### src/rtl/core/ittf_pkg.sv
`timescale 1ns / 1ps
// ----------------------------------------------------------------------------
// Integer to text formatter package
// Shared types, codes and constants for the controller and the datapath.
// ----------------------------------------------------------------------------
package ittf_pkg;

    localparam int unsigned IN_W  = 88;
    localparam int unsigned OUT_W = 24;
    localparam int unsigned MAX_FIELD_WIDTH = 64;
    localparam int unsigned MAX_DIGITS = 64;
    localparam int unsigned BCD_DIGITS = 20;

    localparam logic [1:0] RADIX_DEC = 2'd0;
    localparam logic [1:0] RADIX_OCT = 2'd1;
    localparam logic [1:0] RADIX_HEX = 2'd2;
    localparam logic [1:0] RADIX_BIN = 2'd3;

    localparam logic [1:0] SIZE_8  = 2'd0;
    localparam logic [1:0] SIZE_16 = 2'd1;
    localparam logic [1:0] SIZE_32 = 2'd2;
    localparam logic [1:0] SIZE_64 = 2'd3;

    typedef enum logic [2:0] {
        ST_IDLE,
        ST_CONVERT,
        ST_SCAN,
        ST_LAYOUT,
        ST_EMIT
    } state_t;

    // Commands from the controller to the datapath.
    typedef struct packed {
        logic load;
        logic conv_step;
        logic scan_step;
        logic layout;
        logic emit;
    } cmd_t;

    // Status from the datapath to the controller.
    typedef struct packed {
        logic is_dec;
        logic conv_done;
        logic scan_done;
        logic emit_last;
    } status_t;

endpackage

### src/rtl/core/ittf_ctrl.sv
`timescale 1ns / 1ps
// ----------------------------------------------------------------------------
// Integer to text formatter controller
// Sequences load, conversion, digit scan, layout and output beats.
// ----------------------------------------------------------------------------
module ittf_ctrl (
    input  logic               clk,
    input  logic               rst_n,
    input  logic               in_valid,
    output logic               in_ready,
    output logic               out_valid,
    input  logic               out_ready,
    input  ittf_pkg::status_t  status,
    output ittf_pkg::cmd_t     cmd
);

    ittf_pkg::state_t state_reg;
    ittf_pkg::state_t state_next;
    logic             out_valid_reg;
    logic             out_valid_next;

    always_ff @(posedge clk or negedge rst_n)
    begin
        if (!rst_n)
        begin
            state_reg     <= ittf_pkg::ST_IDLE;
            out_valid_reg <= 1'b0;
        end
        else
        begin
            state_reg     <= state_next;
            out_valid_reg <= out_valid_next;
        end
    end

    always_comb
    begin
        state_next = state_reg;
        unique case (state_reg)
            ittf_pkg::ST_IDLE:
            begin
                if (in_valid)
                begin
                    state_next = ittf_pkg::ST_CONVERT;
                end
            end
            ittf_pkg::ST_CONVERT:
            begin
                if (!status.is_dec || status.conv_done)
                begin
                    state_next = ittf_pkg::ST_SCAN;
                end
            end
            ittf_pkg::ST_SCAN:
            begin
                if (status.scan_done)
                begin
                    state_next = ittf_pkg::ST_LAYOUT;
                end
            end
            ittf_pkg::ST_LAYOUT:
            begin
                state_next = ittf_pkg::ST_EMIT;
            end
            ittf_pkg::ST_EMIT:
            begin
                if (cmd.emit && status.emit_last)
                begin
                    state_next = ittf_pkg::ST_IDLE;
                end
            end
            default:
            begin
                state_next = ittf_pkg::ST_IDLE;
            end
        endcase
    end

    always_comb
    begin
        cmd            = '0;
        in_ready       = 1'b0;
        unique case (state_reg)
            ittf_pkg::ST_IDLE:
            begin
                in_ready = 1'b1;
                cmd.load = in_valid;
            end
            ittf_pkg::ST_CONVERT:
            begin
                cmd.conv_step = status.is_dec;
            end
            ittf_pkg::ST_SCAN:
            begin
                cmd.scan_step = 1'b1;
            end
            ittf_pkg::ST_LAYOUT:
            begin
                cmd.layout = 1'b1;
            end
            ittf_pkg::ST_EMIT:
            begin
                cmd.emit = !out_valid_reg || out_ready;
            end
            default:
            begin
                cmd = '0;
            end
        endcase
        if (cmd.emit)
        begin
            out_valid_next = 1'b1;
        end
        else if (out_ready)
        begin
            out_valid_next = 1'b0;
        end
        else
        begin
            out_valid_next = out_valid_reg;
        end
    end

    assign out_valid = out_valid_reg;

`ifndef ASSERT_OFF
    a_load_leaves_idle: assert property (@(posedge clk) disable iff (!rst_n)
        cmd.load |=> state_reg == ittf_pkg::ST_CONVERT)
        else $error("load did not start a conversion");

    a_emit_no_overwrite: assert property (@(posedge clk) disable iff (!rst_n)
        cmd.emit |-> (!out_valid_reg || out_ready))
        else $error("beat written over a pending result");

    a_last_returns_idle: assert property (@(posedge clk) disable iff (!rst_n)
        (cmd.emit && status.emit_last) |=> (state_reg == ittf_pkg::ST_IDLE && out_valid_reg))
        else $error("final beat did not end the operand");
`endif

endmodule

### src/rtl/core/ittf_dp.sv
`timescale 1ns / 1ps
// ----------------------------------------------------------------------------
// Integer to text formatter datapath
// Magnitude, decimal conversion, digit scan, layout and character generation.
// ----------------------------------------------------------------------------
module ittf_dp (
    input  logic                            clk,
    input  logic                            rst_n,
    input  ittf_pkg::cmd_t                  cmd,
    output ittf_pkg::status_t               status,
    input  logic [ittf_pkg::IN_W-1:0]       in_data,
    output logic [ittf_pkg::OUT_W-1:0]      out_data,
    output logic                            out_last
);

    // Operand settings held for the whole operand.
    logic [63:0] mag_reg, mag_next;
    logic [79:0] bcd_reg, bcd_next;
    logic [1:0]  radix_reg;
    logic        upper_reg, pgiven_reg, zpad_reg, left_reg, alt_reg, neg_reg;
    logic [6:0]  width_reg, prec_reg;
    logic [5:0]  cnt_reg;
    logic [5:0]  idx_reg;
    logic [6:0]  sig_reg;
    logic [6:0]  dcount_reg, pad_reg, tlen_reg, pos_reg;
    logic [1:0]  plen_reg;
    logic [ittf_pkg::OUT_W-1:0] out_reg;
    logic        last_reg;

    // Input unpacking.
    logic [63:0] in_raw;
    logic        in_sgn, in_upper, in_pgiven, in_zpad, in_left, in_alt;
    logic [1:0]  in_size, in_radix;
    logic [6:0]  in_width, in_prec;

    assign in_raw    = in_data[63:0];
    assign in_sgn    = in_data[64];
    assign in_size   = in_data[66:65];
    assign in_radix  = in_data[68:67];
    assign in_upper  = in_data[69];
    assign in_width  = in_data[76:70];
    assign in_pgiven = in_data[77];
    assign in_prec   = in_data[84:78];
    assign in_zpad   = in_data[85];
    assign in_left   = in_data[86];
    assign in_alt    = in_data[87];

    logic [63:0] v_trunc, v_mask, v_mag;
    logic        v_sbit, v_neg;
    logic [5:0]  scan_top;
    logic [3:0]  scan_digit;
    logic [6:0]  dcount_calc;
    logic [1:0]  plen_calc;
    logic [7:0]  body_calc;
    logic [6:0]  pad_calc;
    logic [7:0]  pos2;

    function automatic logic [3:0] digit_at(input logic [6:0] idx);
        logic [79:0] sh;
        logic [8:0]  amt;
        begin
            amt = '0;
            sh  = '0;
            unique case (radix_reg)
                ittf_pkg::RADIX_DEC:
                begin
                    amt = {idx, 2'b00};
                    sh  = bcd_reg >> amt;
                end
                ittf_pkg::RADIX_OCT:
                begin
                    amt = {1'b0, idx, 1'b0} + {2'b00, idx};
                    sh  = {16'd0, mag_reg} >> amt;
                    sh[79:3] = '0;
                end
                ittf_pkg::RADIX_HEX:
                begin
                    amt = {idx, 2'b00};
                    sh  = {16'd0, mag_reg} >> amt;
                end
                ittf_pkg::RADIX_BIN:
                begin
                    amt = {2'b00, idx};
                    sh  = {16'd0, mag_reg} >> amt;
                    sh[79:1] = '0;
                end
            endcase
            return sh[3:0];
        end
    endfunction

    function automatic logic [7:0] digit_char(input logic [3:0] d);
        begin
            if (d < 4'd10)
            begin
                return 8'h30 + {4'd0, d};
            end
            else if (upper_reg)
            begin
                return 8'h37 + {4'd0, d};
            end
            else
            begin
                return 8'h57 + {4'd0, d};
            end
        end
    endfunction

    function automatic logic [7:0] prefix_char(input logic [1:0] k);
        begin
            if (neg_reg)
            begin
                return 8'h2D;
            end
            else if (k == 2'd0)
            begin
                return 8'h30;
            end
            else if (radix_reg == ittf_pkg::RADIX_HEX)
            begin
                return upper_reg ? 8'h58 : 8'h78;
            end
            else
            begin
                return upper_reg ? 8'h42 : 8'h62;
            end
        end
    endfunction

    // Character at text position p; zero beyond the end of the text.
    function automatic logic [7:0] char_at(input logic [7:0] p);
        logic [7:0] pl, pd, dl, tl, didx;
        begin
            pl   = {6'd0, plen_reg};
            pd   = {1'b0, pad_reg};
            dl   = {1'b0, dcount_reg};
            tl   = {1'b0, tlen_reg};
            didx = tl - 8'd1 - p;
            if (p >= tl)
            begin
                return 8'h00;
            end
            else if (left_reg)
            begin
                didx = pl + dl - 8'd1 - p;
                if (p < pl)
                begin
                    return prefix_char(p[1:0]);
                end
                else if (p < pl + dl)
                begin
                    return digit_char(digit_at(didx[6:0]));
                end
                else
                begin
                    return 8'h20;
                end
            end
            else if (zpad_reg && !pgiven_reg)
            begin
                if (p < pl)
                begin
                    return prefix_char(p[1:0]);
                end
                else if (p < pl + pd)
                begin
                    return 8'h30;
                end
                else
                begin
                    return digit_char(digit_at(didx[6:0]));
                end
            end
            else
            begin
                didx = p - pd;
                if (p < pd)
                begin
                    return 8'h20;
                end
                else if (p < pd + pl)
                begin
                    return prefix_char(didx[1:0]);
                end
                else
                begin
                    didx = tl - 8'd1 - p;
                    return digit_char(digit_at(didx[6:0]));
                end
            end
        end
    endfunction

    // Truncation, sign extension and magnitude.
    always_comb
    begin
        unique case (in_size)
            ittf_pkg::SIZE_8:  v_mask = 64'h0000_0000_0000_00FF;
            ittf_pkg::SIZE_16: v_mask = 64'h0000_0000_0000_FFFF;
            ittf_pkg::SIZE_32: v_mask = 64'h0000_0000_FFFF_FFFF;
            ittf_pkg::SIZE_64: v_mask = 64'hFFFF_FFFF_FFFF_FFFF;
        endcase
        unique case (in_size)
            ittf_pkg::SIZE_8:  v_sbit = in_raw[7];
            ittf_pkg::SIZE_16: v_sbit = in_raw[15];
            ittf_pkg::SIZE_32: v_sbit = in_raw[31];
            ittf_pkg::SIZE_64: v_sbit = in_raw[63];
        endcase
        unique case (in_radix)
            ittf_pkg::RADIX_DEC: scan_top = 6'd19;
            ittf_pkg::RADIX_OCT: scan_top = 6'd21;
            ittf_pkg::RADIX_HEX: scan_top = 6'd15;
            ittf_pkg::RADIX_BIN: scan_top = 6'd63;
        endcase
        v_trunc = in_raw & v_mask;
        v_neg   = in_sgn && (in_radix == ittf_pkg::RADIX_DEC) && v_sbit;
        v_mag   = v_neg ? (((~v_trunc) & v_mask) + 64'd1) : v_trunc;
    end

    // One double-dabble step: adjust each BCD digit of five or more, then shift.
    always_comb
    begin
        bcd_next = bcd_reg;
        for (int i = 0; i < ittf_pkg::BCD_DIGITS; i++)
        begin
            if (bcd_reg[4*i +: 4] >= 4'd5)
            begin
                bcd_next[4*i +: 4] = bcd_reg[4*i +: 4] + 4'd3;
            end
        end
        bcd_next = {bcd_next[78:0], mag_reg[63]};
        mag_next = {mag_reg[62:0], 1'b0};
    end

    // Layout from the scan result.
    always_comb
    begin
        if (sig_reg == 7'd0)
        begin
            dcount_calc = (pgiven_reg && prec_reg == 7'd0) ? 7'd0 : 7'd1;
        end
        else
        begin
            dcount_calc = sig_reg;
        end
        if (pgiven_reg && prec_reg > dcount_calc)
        begin
            dcount_calc = prec_reg;
        end
        if (neg_reg)
        begin
            plen_calc = 2'd1;
        end
        else if (!alt_reg || radix_reg == ittf_pkg::RADIX_DEC)
        begin
            plen_calc = 2'd0;
        end
        else if (radix_reg == ittf_pkg::RADIX_OCT)
        begin
            plen_calc = 2'd1;
        end
        else
        begin
            plen_calc = 2'd2;
        end
        body_calc = {1'b0, dcount_calc} + {6'd0, plen_calc};
        pad_calc  = ({1'b0, width_reg} > body_calc) ? (width_reg - body_calc[6:0]) : 7'd0;
    end

    always_comb
    begin
        scan_digit = digit_at({1'b0, idx_reg});
    end

    assign pos2 = {1'b0, pos_reg} + 8'd2;

    always_ff @(posedge clk or negedge rst_n)
    begin
        if (!rst_n)
        begin
            cnt_reg <= '0;
        end
        else if (cmd.load)
        begin
            cnt_reg <= '0;
        end
        else if (cmd.conv_step)
        begin
            cnt_reg <= cnt_reg + 6'd1;
        end
    end

    always_ff @(posedge clk)
    begin
        if (cmd.load)
        begin
            mag_reg    <= v_mag;
            bcd_reg    <= '0;
            radix_reg  <= in_radix;
            upper_reg  <= in_upper;
            pgiven_reg <= in_pgiven;
            zpad_reg   <= in_zpad;
            left_reg   <= in_left;
            alt_reg    <= in_alt;
            neg_reg    <= v_neg;
            width_reg  <= (in_width > 7'(ittf_pkg::MAX_FIELD_WIDTH)) ?
                          7'(ittf_pkg::MAX_FIELD_WIDTH) : in_width;
            prec_reg   <= (in_prec > 7'(ittf_pkg::MAX_DIGITS)) ?
                          7'(ittf_pkg::MAX_DIGITS) : in_prec;
            idx_reg    <= scan_top;
        end
        if (cmd.conv_step)
        begin
            mag_reg <= mag_next;
            bcd_reg <= bcd_next;
        end
        if (cmd.scan_step)
        begin
            if (scan_digit != 4'd0)
            begin
                sig_reg <= {1'b0, idx_reg} + 7'd1;
            end
            else
            begin
                sig_reg <= 7'd0;
                if (idx_reg != 6'd0)
                begin
                    idx_reg <= idx_reg - 6'd1;
                end
            end
        end
        if (cmd.layout)
        begin
            dcount_reg <= dcount_calc;
            plen_reg   <= plen_calc;
            pad_reg    <= pad_calc;
            tlen_reg   <= body_calc[6:0] + pad_calc;
            pos_reg    <= 7'd0;
        end
        if (cmd.emit)
        begin
            out_reg[7:0]   <= char_at({1'b0, pos_reg});
            out_reg[15:8]  <= char_at({1'b0, pos_reg} + 8'd1);
            out_reg[16]    <= ({1'b0, pos_reg} + 8'd1) < {1'b0, tlen_reg};
            out_reg[23:17] <= status.emit_last ? tlen_reg : 7'd0;
            last_reg       <= status.emit_last;
            pos_reg        <= pos2[6:0];
        end
    end

    assign status.is_dec    = (radix_reg == ittf_pkg::RADIX_DEC);
    assign status.conv_done = (cnt_reg == 6'd63);
    assign status.scan_done = (scan_digit != 4'd0) || (idx_reg == 6'd0);
    assign status.emit_last = (pos2 >= {1'b0, tlen_reg});
    assign out_data         = out_reg;
    assign out_last         = last_reg;

endmodule

### src/rtl/core/integer_to_text_formatter.sv
`timescale 1ns / 1ps
// ----------------------------------------------------------------------------
// Integer to text formatter
// Formats one integer operand as printf-style ASCII text, two characters
// per output transaction.
// ----------------------------------------------------------------------------
//
//  Channel   Direction  Carries
//  s_axis    in         one operand with its format settings per transaction
//  m_axis    out        two characters per transaction, tlast on the final one
//
// Each operand is loaded, then converted to BCD by a 64-step double-dabble
// loop for decimal (the other radices pass the conversion state with no step),
// then scanned one digit per step from the top digit the radix can hold
// (20, 22, 16 or 64) down to the first nonzero digit or the lowest digit,
// laid out, and sent one output beat at a time (1 to 33 beats).
// The input is taken only between operands; the final beat may still wait in
// the output register while the next operand is loaded and converted.
// A stalled output holds the beat and stops the beat sequencer.
// Reset is asynchronous and active low and clears the control state only.
//
module integer_to_text_formatter (
    input  logic        clk,
    input  logic        rst_n,
    input  logic        s_axis_tvalid,
    output logic        s_axis_tready,
    // tdata from the lowest bit up: raw_value[63:0], is_signed, operand_size[1:0],
    // radix_select[1:0], upper_case, field_width[6:0], precision_given,
    // precision[6:0], pad_zeros, justify_left, base_prefix.
    input  logic [87:0] s_axis_tdata,
    output logic        m_axis_tvalid,
    input  logic        m_axis_tready,
    // tdata from the lowest bit up: first_char[7:0], second_char[7:0],
    // second_valid, total_chars[6:0].
    output logic [23:0] m_axis_tdata,
    // tlast is last_of_run.
    output logic        m_axis_tlast
);

    // Commands and status that join the sequencer to the datapath.
    ittf_pkg::cmd_t    cmd;
    ittf_pkg::status_t status;

    ittf_ctrl u_ctrl (
        .clk       (clk),
        .rst_n     (rst_n),
        .in_valid  (s_axis_tvalid),
        .in_ready  (s_axis_tready),
        .out_valid (m_axis_tvalid),
        .out_ready (m_axis_tready),
        .status    (status),
        .cmd       (cmd)
    );

    // The datapath holds the operand, the BCD digits, the layout counts and
    // the output beat register.
    ittf_dp u_dp (
        .clk      (clk),
        .rst_n    (rst_n),
        .cmd      (cmd),
        .status   (status),
        .in_data  (s_axis_tdata),
        .out_data (m_axis_tdata),
        .out_last (m_axis_tlast)
    );

endmodule
### config.mk
export PLATFORM = sky130hd
export DESIGN_NAME = integer_to_text_formatter
export DESIGN_NICKNAME = d
export VERILOG_FILES = /design/src/rtl/core/ittf_pkg.sv /design/src/rtl/core/ittf_ctrl.sv /design/src/rtl/core/ittf_dp.sv /design/src/rtl/core/integer_to_text_formatter.sv
export SDC_FILE = /design/constraint.sdc
export NUM_CORES = 2
export LEC_CHECK = 0
export BUFFER_PORTS_ARGS = -buffer_cell sky130_fd_sc_hd__buf_4
export CORE_MARGIN = 2
export CORE_UTILIZATION = 35
export CTS_CLUSTER_SIZE = 10
export DETAILED_ROUTE_END_ITERATION = 10
export PLACE_DENSITY = 0.5
export REMOVE_ABC_BUFFERS = 1
export SETUP_SLACK_MARGIN = 0.3
export SLEW_MARGIN = 20
export SYNTH_ARGS = -nofsm -noshare
export SYNTH_HDL_FRONTEND = slang
export SYNTH_SLANG_ARGS = --single-unit
### constraint.sdc
create_clock -name clk -period 20.7 [get_ports clk]
set_clock_uncertainty 0.2 [all_clocks]
set_input_delay 1.035 -clock clk [delete_from_list [all_inputs] [get_ports clk]]
set_output_delay 1.035 -clock clk [all_outputs]
set_load 0.01 [all_outputs]
### Yosys cells after proc, flatten, opt, wreduce, memory -nomap -nowiden

Cells that the tools add are included.
Widths: inputs -> output; s select.

* register bits after elaboration: 244
* input port bits: 92
* output and inout bits: 27
* logic and storage cells: 335

* add/sub/neg operators: 62
* magnitude comparators: 42
* equal/unequal tests: 18
* shifts and indexed selects: 20
* muxes and demuxes: 132
* bitwise operators: 3
* reduce and logical (&&, ||, !) cells: 31

Operators by type and width (number)
* $shr 64x9->3: 5
* $shr 80x9->4: 4
* $mux 8: 37
* $pmux 64 s4: 1
* $shr 64x7->1: 4
* $shr 64x9->4: 4
* $mux 4: 51
* $mux 64: 3
* $mux 80: 2
* $and 64x64->64: 2
* $add 6x4->7 const A: 12
* $ge 4x3->1 const B: 20
* $pmux 4 s4: 5
* $shr 80x8->4: 1
* $add 4x2->4 const B: 19
* $add 64x1->64 const B: 1
* $not 64->64: 1
* $shr 64x6->1: 1
* $shr 64x8->4: 1
* $add 7x4->8 const A: 6
* $mux 6: 8
* $add 8x7->9: 4
* $mux 7: 5
* $sub 7x7->7: 5
* other kinds (49): 106

### Longest topological paths before layout

* depth in word-level cells: 18
* depth in mapped cells: 31
* depth with buffers taken out: 31

### Hierarchy

A second synthesis with hierarchy kept.

* cell total of the unflattened synthesis: 3301
* area total of the unflattened synthesis: 32596.3 um^2

By module, submodules not included
* ittf_dp: times used 1, cells an instance 3274, area each 32339.8 um^2, sequential area each 7016.7 um^2
* ittf_ctrl: times used 1, cells an instance 27, area each 256.5 um^2, sequential area each 100.1 um^2

### Least setup slack after synthesis

OpenSTA, ideal clock, no wires.

* path type: reg2reg
* from: register u_dp.plen_reg[0]
* to: register u_dp.out_reg (netlist bit u_dp.out_data[9]) (data pin)
* library setup time: 0.157 ns
* arrival time: 6.376 ns
* required time: 20.343 ns
* slack: 13.968 ns
* cell stages (with the launch flop): 26
* path buffers: 7
* period minus slack after synthesis: 6.732 ns
* cells stage by stage: edfxtp_1 ha_1 buf_4 inv_2 buf_2 buf_2 ha_1 xnor2_1 ha_1 buf_2 buf_2 a21oi_1 xor2_1 inv_1 ha_1 xor2_2 buf_4 buf_2 mux4_2 mux2i_1 o22ai_1 a32oi_1 o31a_1 ha_1 a221o_1 a32oi_1

* word-level cells in the longest chain between the ends: 17

RTL lines
* from (decl): RTL line ittf_dp.sv:26 `logic [1:0] plen_reg;`
* from (signal assigned): RTL line ittf_dp.sv:335 `plen_reg <= plen_calc;`
* $add 2x7->8: RTL line ittf_dp.sv:145 `didx = pl + dl - 8'd1 - p;`
* $sub 7x1->7: RTL line ittf_dp.sv:145
* $sub 7x7->7: RTL line ittf_dp.sv:145
* $add 8x7->9: RTL line ittf_dp.sv:72 `amt = {1'b0, idx, 1'b0} + {2'b00, idx};`
* $shr 64x9->3: RTL line ittf_dp.sv:73 `sh = {16'd0, mag_reg} >> amt;`
* $pmux 4 s4: RTL line ittf_dp.sv:64 `unique case (radix_reg)`
* $mux 4: RTL line ittf_dp.sv:150 `else if (p < pl + dl)`
* $mux 4: RTL line ittf_dp.sv:146 `if (p < pl)`
* $mux 4: RTL line ittf_dp.sv:143 `else if (left_reg)`
* $mux 4: RTL line ittf_dp.sv:139 `if (p >= tl)`
* $mux 4: RTL line ittf_dp.sv:340 `if (cmd.emit)`
* $add 7x4->8 / $add 6x4->7 (equally long branches): RTL line ittf_dp.sv:104, ittf_dp.sv:100
* $mux 8: RTL line ittf_dp.sv:98 `else if (upper_reg)`
* $mux 8: RTL line ittf_dp.sv:94 `if (d < 4'd10)`
* $mux 8: RTL line ittf_dp.sv:150
* $mux 8: RTL line ittf_dp.sv:146
* $mux 8 (*): RTL line ittf_dp.sv:143
* to (decl): RTL line ittf_dp.sv:27 `logic [ittf_pkg::OUT_W-1:0] out_reg;`

Every way passes the cells marked *; elsewhere a longest branch is shown, timed or not. The select of a mux whose other input is x is not followed.
A chain may end at the register's enable or synchronous reset.

### Worst setup path in the final report

* from: register u_dp.plen_reg[0]
* to: register u_dp.out_reg (netlist bit u_dp.out_data[14]) (data pin)

The elaborated chain is that of the path after synthesis.

==> summary.md <==
| Metric | Value |
|---|---|
| Status | `complete, no violations` |
| GR peak layer | `met2` |
| HP Class | `in -> async` |
| CTS resizes | `0` |
| Overall die height | `310 um` |
| Cts hold-fix bufs | `0` |
| Setup violators final | `0` |
| Slew margin rel. | `26.1%` |
| Main synth FF type | `edfxtp_1` |
| Min cycle time layout | `8.03 ns` |
| Post-synthesis cell count | `3283` |
| Core Box Area | `92900 um2` |
| Worst path arrival time | `8.15 ns` |
| Critical Path Fanout Max | `48` |
| Top-area cell type share of the netlist area | `25.0%` |
| Initial DRC count | `3217` |
| Final setup TNS | `0 ns` |
| H-tree depth | `2` |
| CTS Sinks | `241` |
| Startpoint Class | `flop` |
| Clock root cell | `clkbuf_16` |
| Max-cap check violation count | `0` |
| Starting density of the core | `35.2%` |
| Total I/O pin count | `119` |
| Seq/Total Area, Yosys | `21.8%` |
| Routed len/inst | `28.3 um` |
| Worst EP required | `20.82 ns` |
| Area Overhead vs Synth | `9.13%` |
| Vias in the first global route | `27507` |
| Crit path kind | `reg -> reg` |
| Remaining Overflow, GRT | `0` |
| Port bufs | `116` |
| EDFF count, synth | `224` |
| Setup crit end kind | `flop` |
| Post-Synthesis Cell Area | `32700 um2` |
| DRC | `0` |
| Fmax | `0.125 GHz` |
| Initial antenna violation count | `5` |
| Post-synthesis cell type count | `118` |
| CTS tree | `done` |
| Most common library cells after synthesis | `mux4_2 (363), nand2_1 (296), edfxtp_1 (224)` |
| Initial DRT Pass Iterations | `7` |
| Total CTS buffers | `34` |
| Grt met1 use | `35.4%` |
| Antenna Nets Post-Route | `0` |
| Via count | `28914` |
| Final Hold Fails | `0` |
| Final period util | `38.8%` |
| Maximum clock path buffer count | `3` |
| Worst-Margin Slew | `1.11 ns` |
| Async SR Flop Fraction | `4.15%` |
| Pin count of the biggest net entering global routing | `66` |
| Synth warn | `0` |
| Met3 GRT Util | `6.71%` |
| Detailed Route WL | `128000 um` |
| Final GP Congestion | `0.965` |
| Yosys reg bits | `241` |
| Register area | `7120 um2` |
| Buffer count from post-CTS setup fixing | `0` |
| Worst-Skew Late Latency | `0.59 ns` |
| Fill cell count | `9211` |
| Reg clk slew, reported paths | `0.07 ns` |
| Max reg flops | `80` |
| Fin. max-slew vios | `0` |
| First-pass GRT wire length | `188000 um` |
| Most frequent cell after synthesis | `mux4_2` |
| Cell type with the largest total area after synthesis | `mux4_2` |
| Vias per inst | `6.39` |
| Syn_area_per_cell | `9.95 um2` |
| Final nets | `3515` |
| Die width | `310 um` |
| Die Area | `95800 um2` |
| Layout cells sized above 1 | `22.5%` |
| Row count | `112` |
| GRT Total Usage | `26.4%` |
| DPL Wire Length | `87900 um` |
| Met2 Use GR | `38.8%` |
| RSZ-0062 raised after global routing | `false` |
| Multi-input logic area | `23600 um2` |
| Top post-synthesis cells by area | `mux4_2 (25%), edfxtp_1 (21%), ha_1 (6.3%)` |
[layout by cell type, fill, tap and decap left out, types with 65 or more instances in the layout]
cell type	instances
mux2i_1	191
o21ai_0	142
xor2_1	65
nand2_1	294
buf_4	230
inv_1	144
nand3_1	90
edfxtp_1	224
ha_1	161
xnor2_1	98
mux4_2	363
nor3_1	71
a21oi_1	216
nor2_1	213
[cell families after synthesis]
kind of cell | synth area share (%)
adders and majority gates | 7.11
xor gates and xnor gates | 5.07
and+or+nand+nor | 14.4
buffers and inverters | 6.25
DFF | 21.8
AOI/OAI and AO/OA | 13.6
muxes | 31.7
other | 0.0115
[routing by layer]
metal  part of all wire (%)  up-vias
li1                       -    12483
met1                     40    14217
met2                     42     1821
met3                     11      393
met4                    6.6        0
met5                      0        -
[critical path, stage by stage (launching register included)]
cell	delay, ns
edfxtp_1	0.47
ha_4	0.80
inv_2	0.04
buf_4	0.34
ha_1	0.34
xnor2_1	0.14
ha_1	0.55
xnor2_2	0.92
inv_2	0.31
fa_1	0.59
xor2_4	0.78
mux4_2	0.60
mux2i_1	0.16
mux4_2	0.30
o22ai_1	0.10
a32oi_2	0.37
nand2_1	0.15
nor3b_2	0.24
o221a_1	0.27
a211oi_1	0.06
[area by class of cell]
| class | instances | area share (%) |
|---|---|---|
| inverter | 159 | 1.67 |
| sequential | 241 | 20.0 |
| clock buffer | 46 | 2.54 |
| antenna | 1 | 0.00702 |
| timing repair buffer | 230 | 4.84 |
| multi-input combinational | 2579 | 66.2 |
| clock inverter | 15 | 0.386 |
| tap | 1254 | 4.40 |
[per-stage QoR]
stage                     worst slack (ns)  hold WS (ns)  instances  utilization [%]  area, um2
after floorplan                       6.87         0.305       2979                -      31200
after global placement               12.87         0.327       4463             37.3      34600
after detailed placement             12.71         0.333       4463             37.3      34600
after CTS                            12.69        0.0573       4524             38.4      35700
after global routing                 12.12        0.0738       4524             38.4      35700
final                                12.67        0.0768       4525             38.4      35700
[worst paths after layout]
kind,start,to,slack [ns],cells after the start
hold / removal,rst_n,u_ctrl.state_reg[1],0.08,1
hold reg to reg,u_ctrl.out_valid,u_ctrl.out_valid,0.34,2
min in group clk,u_ctrl.out_valid,u_ctrl.out_valid,0.34,2
max in group asynchronous,rst_n,u_ctrl.state_reg[2],20.05,1
setup / recovery,u_dp.plen_reg[0],u_dp.out_data[14],12.67,19
setup reg to reg,u_dp.plen_reg[0],u_dp.out_data[14],12.67,19
Power is left out: the tool's default activity adds up to more than one toggle a clock period on the data nets, which glitch-free logic cannot reach.
